<file path="src/hw/rtl/lsm_pkg.sv">
// ----------------------------------------------------------------------------
// lsm_pkg
// Shared types and codes for the bounded LIFO stack with running maximum.
// ----------------------------------------------------------------------------
package lsm_pkg;

    // field widths of the request and response items
    localparam int ITEM_W   = 32;
    localparam int MAXV_W   = 31;
    localparam int CNT_W    = 9;
    localparam int LIMIT_W  = 9;
    localparam int OP_W     = 2;
    localparam int STATUS_W = 2;

    // default number of cells
    localparam int DEPTH_DEF = 256;

    // reset value of the limit register
    localparam logic [LIMIT_W-1:0] LIMIT_RESET = LIMIT_W'(256);

    // operation codes (any other code behaves as a query)
    localparam logic [OP_W-1:0] OP_PUSH  = 2'd0;
    localparam logic [OP_W-1:0] OP_POP   = 2'd1;
    localparam logic [OP_W-1:0] OP_QUERY = 2'd2;

    // status codes
    localparam logic [STATUS_W-1:0] ST_OK    = 2'd0;
    localparam logic [STATUS_W-1:0] ST_EMPTY = 2'd1;
    localparam logic [STATUS_W-1:0] ST_FULL  = 2'd2;

    // request item
    typedef struct packed {
        logic [OP_W-1:0]          op;
        logic signed [ITEM_W-1:0] value;
    } t_req;

    // response item
    typedef struct packed {
        logic signed [ITEM_W-1:0] data;
        logic [STATUS_W-1:0]      status;
        logic [CNT_W-1:0]         count;
        logic [MAXV_W-1:0]        max_value;
    } t_rsp;

    // contents of one stack cell: item and prefix maximum down to it
    typedef struct packed {
        logic signed [ITEM_W-1:0] item;
        logic [MAXV_W-1:0]        maxv;
    } t_entry;

    // shift control broadcast to every cell
    typedef struct packed {
        logic push;
        logic pop;
    } t_shift_ctl;

endpackage

</file>
<file path="src/hw/rtl/lsm_cell.sv">
// ----------------------------------------------------------------------------
// lsm_cell
// One stack cell: takes the entry above on a push, the entry below on a pop.
// ----------------------------------------------------------------------------
module lsm_cell
    import lsm_pkg::*;
(
    input  logic       i_clk,
    input  t_shift_ctl i_ctl,
    input  t_entry     i_upper,
    input  t_entry     i_lower,
    output t_entry     o_q
);

    t_entry r_q;
    t_entry n_q;

    // shift selection
    always_comb begin
        n_q = r_q;
        if (i_ctl.push) begin
            n_q = i_upper;
        end else if (i_ctl.pop) begin
            n_q = i_lower;
        end
    end

    // payload register, no reset needed
    always_ff @(posedge i_clk) begin
        r_q <= n_q;
    end

    assign o_q = r_q;

endmodule

</file>
<file path="config.mk">
export PLATFORM = sky130hd
export DESIGN_NAME = lsm_cell
export DESIGN_NICKNAME = d
export VERILOG_FILES = /design/src/hw/rtl/lsm_pkg.sv /design/src/hw/rtl/lsm_cell.sv
export SDC_FILE = /design/constraint.sdc
export NUM_CORES = 1
export LEC_CHECK = 0
export BUFFER_PORTS_ARGS = -buffer_cell sky130_fd_sc_hd__buf_2
export CAP_MARGIN = 20
export CORE_MARGIN = 3
export CORE_UTILIZATION = 46
export DETAILED_ROUTE_END_ITERATION = 6
export GPL_TIMING_DRIVEN = 0
export PLACE_DENSITY = 0.95
export SLEW_MARGIN = 20
export SYNTH_ARGS = -nofsm -noshare
export SYNTH_HDL_FRONTEND = slang
export SYNTH_SLANG_ARGS = --single-unit
</file>
<file path="constraint.sdc">
create_clock -name i_clk -period 8.2 [get_ports i_clk]
set_clock_uncertainty 0.1 [all_clocks]
set_input_delay 2.05 -clock i_clk [delete_from_list [all_inputs] [get_ports i_clk]]
set_output_delay 2.05 -clock i_clk [all_outputs]
set_load 0.01 [all_outputs]
</file>
==> flow_metrics.env <==
export IMPL_run_status="completed"
export IMPL_grt_start_max_net_pins=47
export IMPL_areaGrowthSynthToFinish_pct=41.3
export IMPL_irDropWorstVdd_v=0.000133
export IMPL_synth_area_top_cells="edfxtp_1 (64%), mux2_4 (30%), buf_12 (4.1%)"
export IMPL_p_leak_nw=2.04
export IMPL_criticalPathCategory="in2reg"
export IMPL_grt_ovfl_total=0
export IMPL_routabilityCongestion=0.746
export IMPL_antenna_found_initial=0
export IMPL_synth_seq_cells=63
export IMPL_core_um2=6060
export IMPL_hold_ws_ns=1.93
export IMPL_cts_sinks=63
export IMPL_layout_setup_ws_ns=5.09
export IMPL_final_max_slew_viol_count=0
export IMPL_utilization_pct=69.0
export IMPL_die_h_um=86.2
export IMPL_drv_cap=0
export IMPL_yosysWarnings=0
export IMPL_rsz0062_at_grt="false"
export IMPL_grt_use_met1_pct=18.6
export IMPL_cts_tree="yes"
export IMPL_period_needed_ns=3.11
export IMPL_finalCritPeriodShare_pct=37.9
export IMPL_num_rows=28
export IMPL_dr_pass1_iters=4
export IMPL_die_w_um=86.2
export IMPL_power_uw=775
export IMPL_drcViolationCount=0
export IMPL_synth_area_um2=2960
export IMPL_final_common_cell="buf_2"
export IMPL_worstPathMaxFanout=46
export IMPL_drive_gt1_share_pct=80.4
export IMPL_synth_cells=134
export IMPL_postRouteWirelength_um=7480
export IMPL_largest_reg_flops=63
export IMPL_gr_max_usage_layer="met2"
export IMPL_post_drt_wl_per_cell_um=18.0
export IMPL_slew_headroom_pct=82.4
export IMPL_fmax_ghz=0.322
export IMPL_synth_top_cell_by_area="edfxtp_1"
export IMPL_setup_tns_ns=0
export IMPL_grt_use_met3_pct=5.32
export IMPL_yosysSeqAreaShare_pct=63.9
export IMPL_cts_max_level=3
export IMPL_cts_buffers=9
export IMPL_holdBufCountCts=0
export IMPL_postCtsSetupBuffers=0
export IMPL_power_density_nw_per_um2=185
export IMPL_hold_viol=0
export IMPL_ctsLongestPathBuffers=2
export IMPL_crit_arrival_ns=3.02
export IMPL_finalNonFillerCells=416
export IMPL_setup_viol=0
export IMPL_layout_nets=465
export IMPL_pre_cts_slack_ns=4.74
export IMPL_start_kind="primary input"
export IMPL_critPathRequiredTime_ns=8.11
export IMPL_antenna_cells=0
export IMPL_ctsResizeCount=0
export IMPL_use_met2_pct=37.9
export IMPL_die_area_um2=7430
export IMPL_vias_per_cell=4.78
export IMPL_initial_core_util_pct=48.8
export IMPL_clk_pin_slew_ns=0.07
export IMPL_synth_top_cell_area_share_pct=63.9
export IMPL_worst_pin_slew_ns=0.264
export IMPL_dr_first_iter_drc_count=71
export IMPL_vias=1990
export IMPL_grt_usage_pct=19.3
export IMPL_hp_class="in2reg"
export IMPL_dp_hpwl_um=5970
export IMPL_cts_root_buffer="clkbuf_8"
export IMPL_synth_nets=263
export IMPL_final_area_um2=4180
export IMPL_placedCellCount=400
export IMPL_synth_area_per_cell_um2=22.1
export IMPL_pin_count=192
export IMPL_grt_pass1_vias=2121
export IMPL_grt_pass1_wl_um=10600
export IMPL_ys_types=6
export IMPL_dpl_cell_area_um2=4030
export IMPL_postRouteAntennaNets=0
export IMPL_end_kind="register"
export IMPL_port_buffers=190
export IMPL_most_common_layout_cells="buf_2 (190), edfxtp_1 (63), mux2_4 (59), clkbuf_8 (9), buf_12 (7)"
-- synth_stat cells --
| master | count |
|---|---|
| or2_1 | 1 |
| edfxtp_1 | 63 |
| buf_12 | 6 |
| buf_6 | 1 |
| mux2_2 | 4 |
| mux2_4 | 59 |
-- final timing paths --
path | to | cells after the start | startpoint
max | o_q[26] | 4 | i_ctl[1]
min | o_q[34] | 2 | i_upper[34]
-- worst max-delay path, cell delays in order --
cell    delay (ns)
buf_6         0.18
buf_12        0.17
or2_4         0.29
buf_12        0.29
-- final cells by class --
cell class,instances,area [um^2]
fill,421,1880
timing repair buffer,191,971
multi-input combinational,64,940
clock buffer,11,131
clock inverter,5,25.0
sequential,63,1890
buffer,7,131
tap,75,93.8
-- logic make-up (layout without fill, tap and decap cells) --
logic type             Yosys count  after routing  synth area share, %
multiplexers                    63             63                 31.4
AND/OR/NAND/NOR                  1              1                0.211
flip-flops                      63             63                 63.9
buffers and inverters            7            214                 4.44
-- report_power, final --
group | internal, mW | switching [mW]
Combinational | 0.0861 | 0.0668
Sequential | 0.395 | 0.00892
Clock | 0.107 | 0.111
-- metal layers --
metal	share of wire, %	vias up
met5	0	-
li1	-	928
met2	56	115
met4	2.0	0
met3	8.4	16
met1	33	931
Power figures use the tool's default switching activity.
